$ cat config.mk
export PLATFORM = sky130hd
export DESIGN_NAME = min_tracking_stack
export DESIGN_NICKNAME = d
export VERILOG_FILES = /design/src/rtl/core/mts_pkg.sv /design/src/rtl/core/mts_ram.sv /design/src/rtl/core/min_tracking_stack.sv
export SDC_FILE = /design/constraint.sdc
export NUM_CORES = 2
export LEC_CHECK = 0
export BUFFER_PORTS_ARGS = -buffer_cell sky130_fd_sc_hd__clkbuf_2
export CORE_MARGIN = 1
export CORE_UTILIZATION = 60
export CTS_CLUSTER_DIAMETER = 40
export DETAILED_ROUTE_END_ITERATION = 10
export GPL_TIMING_DRIVEN = 0
export HOLD_SLACK_MARGIN = 0.08
export MAX_ROUTING_LAYER = met4
export PLACE_DENSITY = 0.76
export RECOVER_POWER = 50
export SLEW_MARGIN = 10
export SYNTH_ARGS = -nofsm -noshare
export SYNTH_HDL_FRONTEND = slang
export SYNTH_HIERARCHICAL = 1
export SYNTH_SLANG_ARGS = --single-unit
$ cat constraint.sdc
create_clock -name clk -period 8.45 [get_ports clk]
set_clock_uncertainty 0.1 [all_clocks]
set_input_delay 1.2675 -clock clk [delete_from_list [all_inputs] [get_ports clk]]
set_output_delay 1.2675 -clock clk [all_outputs]
set_load 0.01 [all_outputs]
$ cat src/rtl/core/mts_pkg.sv
// ----------------------------------------------------------------------------
// mts_pkg: shared codes for the min tracking stack
// Opcodes and error codes of the stack control, and its memory port request type.
// ----------------------------------------------------------------------------
package mts_pkg;

    // request opcodes
    localparam logic [1:0] OP_PUSH  = 2'd0;
    localparam logic [1:0] OP_POP   = 2'd1;
    localparam logic [1:0] OP_QUERY = 2'd2;

    // error codes reported with each result
    localparam logic [1:0] ERR_NONE       = 2'd0;
    localparam logic [1:0] ERR_POP_EMPTY  = 2'd1;
    localparam logic [1:0] ERR_PUSH_FULL  = 2'd2;

    // memory port request
    typedef struct packed {
        logic wr_en;
        logic rd_en;
    } mts_mem_cmd_t;

endpackage

$ cat src/rtl/core/mts_ram.sv
// ----------------------------------------------------------------------------
// mts_ram: simple dual port stack memory
// One write port and one read port, read data registered.
// ----------------------------------------------------------------------------
module mts_ram #(
    parameter int DEPTH = 64,
    parameter int WIDTH = 32,
    localparam int AW = $clog2(DEPTH)
) (
    input  logic                  clk,
    input  mts_pkg::mts_mem_cmd_t cmd,
    input  logic [AW-1:0]         wr_addr,
    input  logic [WIDTH-1:0]      wr_data,
    input  logic [AW-1:0]         rd_addr,
    output logic [WIDTH-1:0]      rd_data
);

    logic [WIDTH-1:0] mem [DEPTH];
    logic [WIDTH-1:0] rd_data_reg;

    // write port
    always_ff @(posedge clk)
    begin
        if (cmd.wr_en)
        begin
            mem[wr_addr] <= wr_data;
        end
    end

    // registered read port
    always_ff @(posedge clk)
    begin
        if (cmd.rd_en)
        begin
            rd_data_reg <= mem[rd_addr];
        end
    end

    assign rd_data = rd_data_reg;

endmodule

$ cat src/rtl/core/min_tracking_stack.sv
// ----------------------------------------------------------------------------
// min_tracking_stack: LIFO stack that also reports its running minimum
// Values and minimum candidates live in two memories, tops cached in flops.
// ----------------------------------------------------------------------------
// Usage:
//   slave side carries requests: s_tuser is the opcode (push, pop, query),
//   s_tdata the signed value to push. Every request gives exactly one result
//   on the master side: popped value, new top, new minimum, count, empty flag
//   and error code, all packed in m_tdata.
//   A push, a query or a failed pop goes from idle to the done state, which
//   loads the result register; a pop that removes an entry passes the read
//   state first: it reads the new tops back from the two memories, whose
//   read port is registered. One request is worked on at a time and the
//   control returns to idle before it takes the next one.
//   s_tready is high while no request is in work; a finished result sits in
//   the output register, so a new request is taken while the receiver
//   stalls, and the next result waits until the register is taken.
//   A push on a full stack is dropped with an error, a pop on an empty
//   stack is reported with an error; neither changes the stack.
//   Reset empties the stack at once (counts cleared, no memory sweep).
// ----------------------------------------------------------------------------
module min_tracking_stack #(
    parameter int STACK_DEPTH = 64,
    parameter int VALUE_WIDTH = 32,
    localparam int CNT_W = $clog2(STACK_DEPTH + 1),
    localparam int IN_W  = ((VALUE_WIDTH + 7) / 8) * 8,
    localparam int RES_W = 3 * VALUE_WIDTH + CNT_W + 3,
    localparam int OUT_W = ((RES_W + 7) / 8) * 8
) (
    input  logic             clk,
    input  logic             rst_n,
    input  logic             s_tvalid,
    output logic             s_tready,
    input  logic [IN_W-1:0]  s_tdata,   // push_value
    input  logic [1:0]       s_tuser,   // opcode
    output logic             m_tvalid,
    input  logic             m_tready,
    // popped_value, top_value, min_value, element_count, is_empty, error_code
    output logic [OUT_W-1:0] m_tdata
);

    localparam int AW = $clog2(STACK_DEPTH);

    typedef enum logic [1:0] {
        S_IDLE,
        S_READ,
        S_DONE
    } state_t;

    state_t state_reg, state_next;

    logic [CNT_W-1:0]              cnt_reg, cnt_next;
    logic [CNT_W-1:0]              min_cnt_reg, min_cnt_next;
    logic signed [VALUE_WIDTH-1:0] top_reg, top_next;
    logic signed [VALUE_WIDTH-1:0] min_top_reg, min_top_next;
    logic [VALUE_WIDTH-1:0]        popped_reg, popped_next;
    logic [1:0]                    err_reg, err_next;
    logic                          min_pop_reg, min_pop_next;
    logic                          out_valid_reg, out_valid_next;
    logic [RES_W-1:0]              out_data_reg, out_data_next;

    mts_pkg::mts_mem_cmd_t         val_cmd, min_cmd;
    logic [AW-1:0]                 val_rd_addr, min_rd_addr;
    logic [VALUE_WIDTH-1:0]        val_rd_data, min_rd_data;
    logic [CNT_W-1:0]              cnt_m2, min_cnt_m2;

    logic                          accept;
    logic                          slot_free;
    logic signed [VALUE_WIDTH-1:0] push_val;
    logic [1:0]                    opcode;
    logic                          is_full;
    logic                          min_hit;
    logic                          push_min;

    assign accept    = s_tvalid && s_tready;
    assign slot_free = !out_valid_reg || m_tready;
    assign push_val  = s_tdata[VALUE_WIDTH-1:0];
    assign opcode    = s_tuser;
    assign is_full   = (cnt_reg == CNT_W'(STACK_DEPTH));
    assign min_hit   = (min_cnt_reg != '0) && (min_top_reg == top_reg);
    assign push_min  = (min_cnt_reg == '0) || (push_val <= min_top_reg);
    assign cnt_m2     = cnt_reg - CNT_W'(2);
    assign min_cnt_m2 = min_cnt_reg - CNT_W'(2);
    assign val_rd_addr = cnt_m2[AW-1:0];
    assign min_rd_addr = min_cnt_m2[AW-1:0];

    // memory requests issued when a request is taken
    always_comb
    begin
        val_cmd.wr_en = accept && (opcode == mts_pkg::OP_PUSH) && !is_full;
        min_cmd.wr_en = val_cmd.wr_en && push_min;
        val_cmd.rd_en = accept && (opcode == mts_pkg::OP_POP) && (cnt_reg != '0);
        min_cmd.rd_en = val_cmd.rd_en && min_hit;
    end

    mts_ram #(
        .DEPTH (STACK_DEPTH),
        .WIDTH (VALUE_WIDTH)
    ) u_val_ram (
        .clk     (clk),
        .cmd     (val_cmd),
        .wr_addr (cnt_reg[AW-1:0]),
        .wr_data (push_val),
        .rd_addr (val_rd_addr),
        .rd_data (val_rd_data)
    );

    mts_ram #(
        .DEPTH (STACK_DEPTH),
        .WIDTH (VALUE_WIDTH)
    ) u_min_ram (
        .clk     (clk),
        .cmd     (min_cmd),
        .wr_addr (min_cnt_reg[AW-1:0]),
        .wr_data (push_val),
        .rd_addr (min_rd_addr),
        .rd_data (min_rd_data)
    );

    // next state of the stack control and the result register
    always_comb
    begin
        state_next     = state_reg;
        cnt_next       = cnt_reg;
        min_cnt_next   = min_cnt_reg;
        top_next       = top_reg;
        min_top_next   = min_top_reg;
        popped_next    = popped_reg;
        err_next       = err_reg;
        min_pop_next   = min_pop_reg;
        out_valid_next = out_valid_reg && !m_tready;
        out_data_next  = out_data_reg;
        s_tready       = (state_reg == S_IDLE);

        unique case (state_reg)
            S_IDLE:
            begin
                if (s_tvalid)
                begin
                    popped_next  = '0;
                    err_next     = mts_pkg::ERR_NONE;
                    min_pop_next = 1'b0;
                    state_next   = S_DONE;
                    priority if (opcode == mts_pkg::OP_PUSH)
                    begin
                        if (is_full)
                        begin
                            err_next = mts_pkg::ERR_PUSH_FULL;
                        end
                        else
                        begin
                            cnt_next = cnt_reg + CNT_W'(1);
                            top_next = push_val;
                            if (push_min)
                            begin
                                min_cnt_next = min_cnt_reg + CNT_W'(1);
                                min_top_next = push_val;
                            end
                        end
                    end
                    else if (opcode == mts_pkg::OP_POP)
                    begin
                        if (cnt_reg == '0)
                        begin
                            err_next = mts_pkg::ERR_POP_EMPTY;
                        end
                        else
                        begin
                            popped_next  = top_reg;
                            cnt_next     = cnt_reg - CNT_W'(1);
                            min_pop_next = min_hit;
                            if (min_hit)
                            begin
                                min_cnt_next = min_cnt_reg - CNT_W'(1);
                            end
                            state_next = S_READ;
                        end
                    end
                    else
                    begin
                        // query and the unused opcode leave the stack alone
                        state_next = S_DONE;
                    end
                end
            end

            S_READ:
            begin
                // new tops come back from the memories
                top_next = val_rd_data;
                if (min_pop_reg)
                begin
                    min_top_next = min_rd_data;
                end
                state_next = S_DONE;
            end

            S_DONE:
            begin
                if (slot_free)
                begin
                    out_valid_next = 1'b1;
                    out_data_next  = {
                        err_reg,
                        (cnt_reg == '0),
                        cnt_reg,
                        ((cnt_reg != '0) && (min_cnt_reg != '0)) ? min_top_reg
                                                                 : VALUE_WIDTH'(0),
                        (cnt_reg != '0) ? top_reg : VALUE_WIDTH'(0),
                        popped_reg
                    };
                    state_next = S_IDLE;
                end
            end

            default:
            begin
                state_next = S_IDLE;
            end
        endcase
    end

    // state and registered outputs
    always_ff @(posedge clk or negedge rst_n)
    begin
        if (!rst_n)
        begin
            state_reg     <= S_IDLE;
            cnt_reg       <= '0;
            min_cnt_reg   <= '0;
            out_valid_reg <= 1'b0;
            min_pop_reg   <= 1'b0;
            err_reg       <= mts_pkg::ERR_NONE;
        end
        else
        begin
            state_reg     <= state_next;
            cnt_reg       <= cnt_next;
            min_cnt_reg   <= min_cnt_next;
            out_valid_reg <= out_valid_next;
            min_pop_reg   <= min_pop_next;
            err_reg       <= err_next;
        end
    end

    // payload registers
    always_ff @(posedge clk)
    begin
        top_reg      <= top_next;
        min_top_reg  <= min_top_next;
        popped_reg   <= popped_next;
        out_data_reg <= out_data_next;
    end

    assign m_tvalid = out_valid_reg;
    assign m_tdata  = OUT_W'(out_data_reg);

    // the minimum stack never holds more entries than the value stack
    assert property (@(posedge clk) disable iff (!rst_n)
        min_cnt_reg <= cnt_reg)
        else $error("minimum count above element count");

    // count never passes the depth
    assert property (@(posedge clk) disable iff (!rst_n)
        cnt_reg <= CNT_W'(STACK_DEPTH))
        else $error("element count above depth");

    // a push on a full stack leaves the count unchanged
    assert property (@(posedge clk) disable iff (!rst_n)
        (accept && (opcode == mts_pkg::OP_PUSH) && is_full) |=> $stable(cnt_reg))
        else $error("dropped push changed the count");

    // a pop on a filled stack goes through the memory read
    assert property (@(posedge clk) disable iff (!rst_n)
        (accept && (opcode == mts_pkg::OP_POP) && (cnt_reg != '0))
            |=> (state_reg == S_READ))
        else $error("pop skipped the top reload");

endmodule

; Word-level counts from Yosys, hierarchy flattened
; Memories as Yosys holds them, arrays and structs flattened. A register that Yosys moved wholly into a read port is not among the register bits.
; Cells that the tools add are included.
[op_classes]
bitwise = 1
div = 0
reduce_logical = 32
n_mul = 0
order_cmp = 1
addsub = 6
mux = 39
n_shift = 0
n_eq_ne = 14
[ops]
columns = cell, n
row1 = $mux W32, 8
row2 = $pmux W32 S2, 2
row3 = $mux W7, 10
row4 = $eq A32 B32 Y1, 1
row5 = $le A32 B32 Y1, 1
row6 = $add A7 B1 Y7 const B, 2
row7 = $logic_not A7 Y1, 2
row8 = $mux W2, 7
row9 = $ne A2 B2 Y1 const B, 7
row10 = $reduce_bool A7 Y1, 2
row11 = $sub A7 B1 Y7 const B, 2
row12 = $sub A6 B2 Y6 const B, 2
row13 = $mux W1, 11
row14 = $logic_and A1 B1 Y1, 10
row15 = $eq A7 B7 Y1 const B, 1
row16 = $reduce_and A7 Y1, 1
row17 = $pmux W2 S3, 1
row18 = $reduce_and A2 Y1, 3
row19 = $reduce_and A6 Y1, 1
row20 = $reduce_bool A2 Y1, 3
row21 = $reduce_and A5 Y1, 1
row22 = $eq A2 B1 Y1 const B, 2
row23 = $logic_not A2 Y1, 2
row24 = $ne A2 B1 Y1 const B, 2
row25 = other kinds (6), 9
[totals]
inputBits = 38
latchBits = 0
rom_bits = 0
memories = 2
ram_bits = 4096
word_cells = 107
register_bits = 222
out_inout_bits = 114
[memory_table]
columns = name, words, width, read_ports, rd_ports_with_merged_regs, write_ports, line
row1 = u_min_ram.mem, 64, 32, 1, 1, 1, mts_ram.sv:18  ; logic [WIDTH-1:0] mem [DEPTH];
row2 = u_val_ram.mem, 64, 32, 1, 1, 1, mts_ram.sv:18

; Depth between registers and ports, before layout
[logic_depth]
word_depth = 7
depth_mapped = 12
ltp_nobuf = 12

; Hierarchy
; The synthesis kept the hierarchy.
[modules_own_cells]
columns = module, seq_area_each_um2, cells_each, instances, area_per_inst_um2
row1 = mts_ram, 62459.9, 3324, 2, 78835.6
row2 = min_tracking_stack, 6566.3, 785, 1, 9962.1

; Worst setup path before layout
; No wires, ideal clock.
[synth_timing]
path_kind = input to register
startpoint = input m_tready
endpoint = register out_data_reg[0], enable pin
path_buffers = 0
path_slack_ns = 1.682
stages = 2
arrival_ns = 6.083
cell_sequence = nand2b_1 nor2b_1
[synth_via]
elab_chain_cells = 2
[synth_rtl]
columns = element, line
row1 = from (decl), min_tracking_stack.sv:37  ; input logic m_tready,
row2 = $logic_or A1 B1 Y1, min_tracking_stack.sv:76  ; assign slot_free = !out_valid_reg || m_tready;
row3 = $reduce_and A2 Y1 (no line), --
row4 = to (signal assigned), min_tracking_stack.sv:252  ; out_data_reg <= out_data_next;
row5 = to (decl), min_tracking_stack.sv:60  ; logic [RES_W-1:0] out_data_reg, out_data_next;
; Every way passes these cells.
; A chain may end at the register's enable or synchronous reset.

==> summary.md <==
| Metric | Value |
|---|---|
| CTS root buf | clkbuf_16 |
| Final ANT Viol Nets | 0 |
| Max capacitance violation total | 16 |
| Site row count | 193 |
| Routed WL per cell | 43.1 um |
| Post-Synth Adder-Cell Area | 0.352% |
| Layout cells sized above 1 | 28.2% |
| Die height | 531 um |
| Dpl hpwl | 321000 um |
| CTS clock-pin slew for the worst setup and hold paths | 0.06 ns |
| First-pass GRT wire length | 723000 um |
| Vias in the first global route | 90684 |
| Static Leakage | 61.8 nW |
| Top FF cell, synth | edfxtp_1 |
| DR vias | 91787 |
| Clock Tree Buf Depth | 4 |
| Switching part of the total | 36.8% |
| Sequential-to-total area share from yosys stat | 78.4% |
| Max-slew violation count | 565 |
| H-tree Lvls | 5 |
| Failing checks | capacitance limit, slew limit |
| CTS Hold Bufs | 0 |
| GPL Wtd Cong | 1.01 |
| Global-route usage over all layers | 39.6% |
| First-iteration detailed-routing DRC count | 15733 |
| Placed cell count | 11489 |
| Grt total ovfl | 0 |
| Post-CTS repair timing setup buffer count | 0 |
| Chip Width | 531 um |
| Boundary Pins | 152 |
| Relative slew slack | -199% |
| Setup crit start kind | input pin |
| Crit path DAT | 8.03 ns |
| Clk_lat worst skew | 0.97 ns |
| Setup slack after layout | 0.941 ns |
| Crit path time final | 7.51 ns |
| Setup CP Type | input pin to register |
| # port buffers | 145 |
| Synth area leader | edfxtp_1 |
| Placed cell area | 179000 um2 |
| Nets | 8354 |
| Initial Utilization | 60.5% |
| Int Pwr | 46.0 mW |
| Fin cells | 12432 |
| Run status | finished with violations |
| Final Hold Violating Endpoints | 0 |
| Multi-input logic area | 35000 um2 |
| Final setup viols | 0 |
| CORE AREA | 277000 um2 |
| Seq pwr share | 34.0% |
| Pre-antenna DRT Iters | 8 |
| Yosys cell types | 58 |
| CTS tree | done |
| Final setup TNS | 0 ns |
| Largest net degree at the start of global routing | 131 |
| Post-synthesis mux area share | 15.8% |
| Final WL | 536000 um |
| FMAX | 133 MHz |
| Top cell types by occurrence after synthesis | edfxtp_1, mux4_2, nor2_1 |
| Worst Path Max Fanout | 35 |
| Tightest Pin Transition | 4.48 ns |
| Cells after synthesis | 7433 |
| Main combinational cell family by area after synthesis | multiplexers |
| Synth Area in Compound Gates | 1.78% |
| P&R area growth vs syn | 16.2% |
| Post-CTS sizing | 0 |
| TritonCTS buffer count | 484 |
| Clk network pwr share | 30.1% |
| Post-Synth Simple-Gate Area | 2.12% |
| Synth Cell Area | 168000 um2 |
| XOR/XNOR Fraction of Synth Area | 0.277% |
| Number of synthesized flops with an enable pin | 4362 |
| Finished Cell Area | 195000 um2 |
| Fill cell count | 15415 |
| Hold WC Path Type | register to register |
| Synth async-reset ratio | 0.456% |
| Yosys Warn Count | 6 |
| Synth Register Bits | 4382 |
| Peak supply drop | 0.334 mV |
| Worst setup EP type | register |
| CP required | 8.97 ns |
| CTS Sinks | 4382 |
| RSZ-0062 raised after global routing | false |
| Pwr dens | 373 nW/um2 |
| Final Cycle Share | 88.9% |
| Cell with the most instances after synthesis | edfxtp_1 |
| Sw power | 26.8 mW |
| Area contributors post-synth | edfxtp_1, mux4_2, mux2i_1 |
| Routed vias/inst | 7.38 |
| Residual DRC | 0 |
| Avg Cell Area, Syn | 22.6 um2 |
| Die Area | 282000 um2 |
| Dpl ws | 1.10 ns |
| Sequential Area | 131000 um2 |
| Combinational Power Share | 35.9% |
| Initial antenna violation count | 30 |
| Top-area cell type share of the netlist area | 78.1% |
## cell usage in the layout (no fill, tap or decap), types with 125 or more instances in the layout
master,n
nand2_1,228
edfxtp_1,4362
a21oi_1,145
mux4_2,1088
clkbuf_1,319
nor2_1,162
mux2i_1,187
nor2_4,125
clkbuf_16,492
o22ai_1,169
## routing by layer
layer,track usage [%],vias up,part of all wire (%)
met3,10.9,2385,14
li1,-,33128,-
met4,27.9,0,9.3
met5,-,-,0
met1,46.0,46936,30
met2,60.1,9338,47
## cell families (layout without fill, tap and decap cells)
family	after synthesis	after routing
simple gates	772	772
flops	4382	4382
mux	1283	1283
buf+inv	439	1682
fa+ha+maj	46	46
xor+xnor	53	53
other cells	1	52
compound gates	457	457
## path summary, 6_finish.rpt
path,slack (ns),end,cells after the start,start
worst max-delay path,0.94,u_min_ram/mem[46][15],12,s_tdata[23]
worst max register to register,2.50,u_min_ram/mem[46][15],13,min_top_reg[19]
worst min-delay path,0.32,out_data_reg[0],0,popped_reg[0]
min in group asynchronous,0.54,m_tvalid,1,rst_n
worst min register to register,0.32,out_data_reg[0],0,popped_reg[0]
max in group asynchronous,6.82,min_cnt_reg[0],1,rst_n
## power groups by stage
| stage | sequential [mW] | clock [mW] | combinational (mW) |
|---|---|---|---|
| after floorplan | 25.1 | 0 | 13.3 |
| after global placement | 25.2 | 0 | 23.5 |
| after detailed placement | 25.2 | 0 | 24.1 |
| after CTS | 24.7 | 21.9 | 24.8 |
| after global routing | 24.7 | 22.7 | 25.7 |
| final | 24.7 | 21.9 | 26.1 |
## worst max-delay path, stage by stage
cell,delay (ns)
clkbuf_1,1.58
ha_1,0.49
and4_1,0.22
a221o_1,0.32
a2111o_1,0.44
a211oi_2,0.27
xor2_1,0.16
a21oi_1,0.87
nor2b_1,0.41
nand3_1,0.64
nor2_4,0.93
buf_12,0.28
## layout make-up
type,count,area share (%)
flip-flops and latches,4382,67.5
multi-input cells,2617,18.0
clock buffers,545,6.42
repair buffers,346,2.49
well taps,3705,2.38
clock inverters,352,2.10
plain buffers,393,0.983
inverters,46,0.0886
diodes,46,0.0591
## per-stage QoR
stage	util, %	hold WS (ns)	power, mW
2_1_floorplan	-	0.300	38.4
3_3_place_gp	62.4	0.303	48.7
3_5_place_dp	64.4	0.305	49.3
4_1_cts	70.4	0.232	71.4
5_1_grt	70.3	0.320	73.1
6_report	70.3	0.319	72.7
No activity file was read; power rests on OpenSTA's default activity.
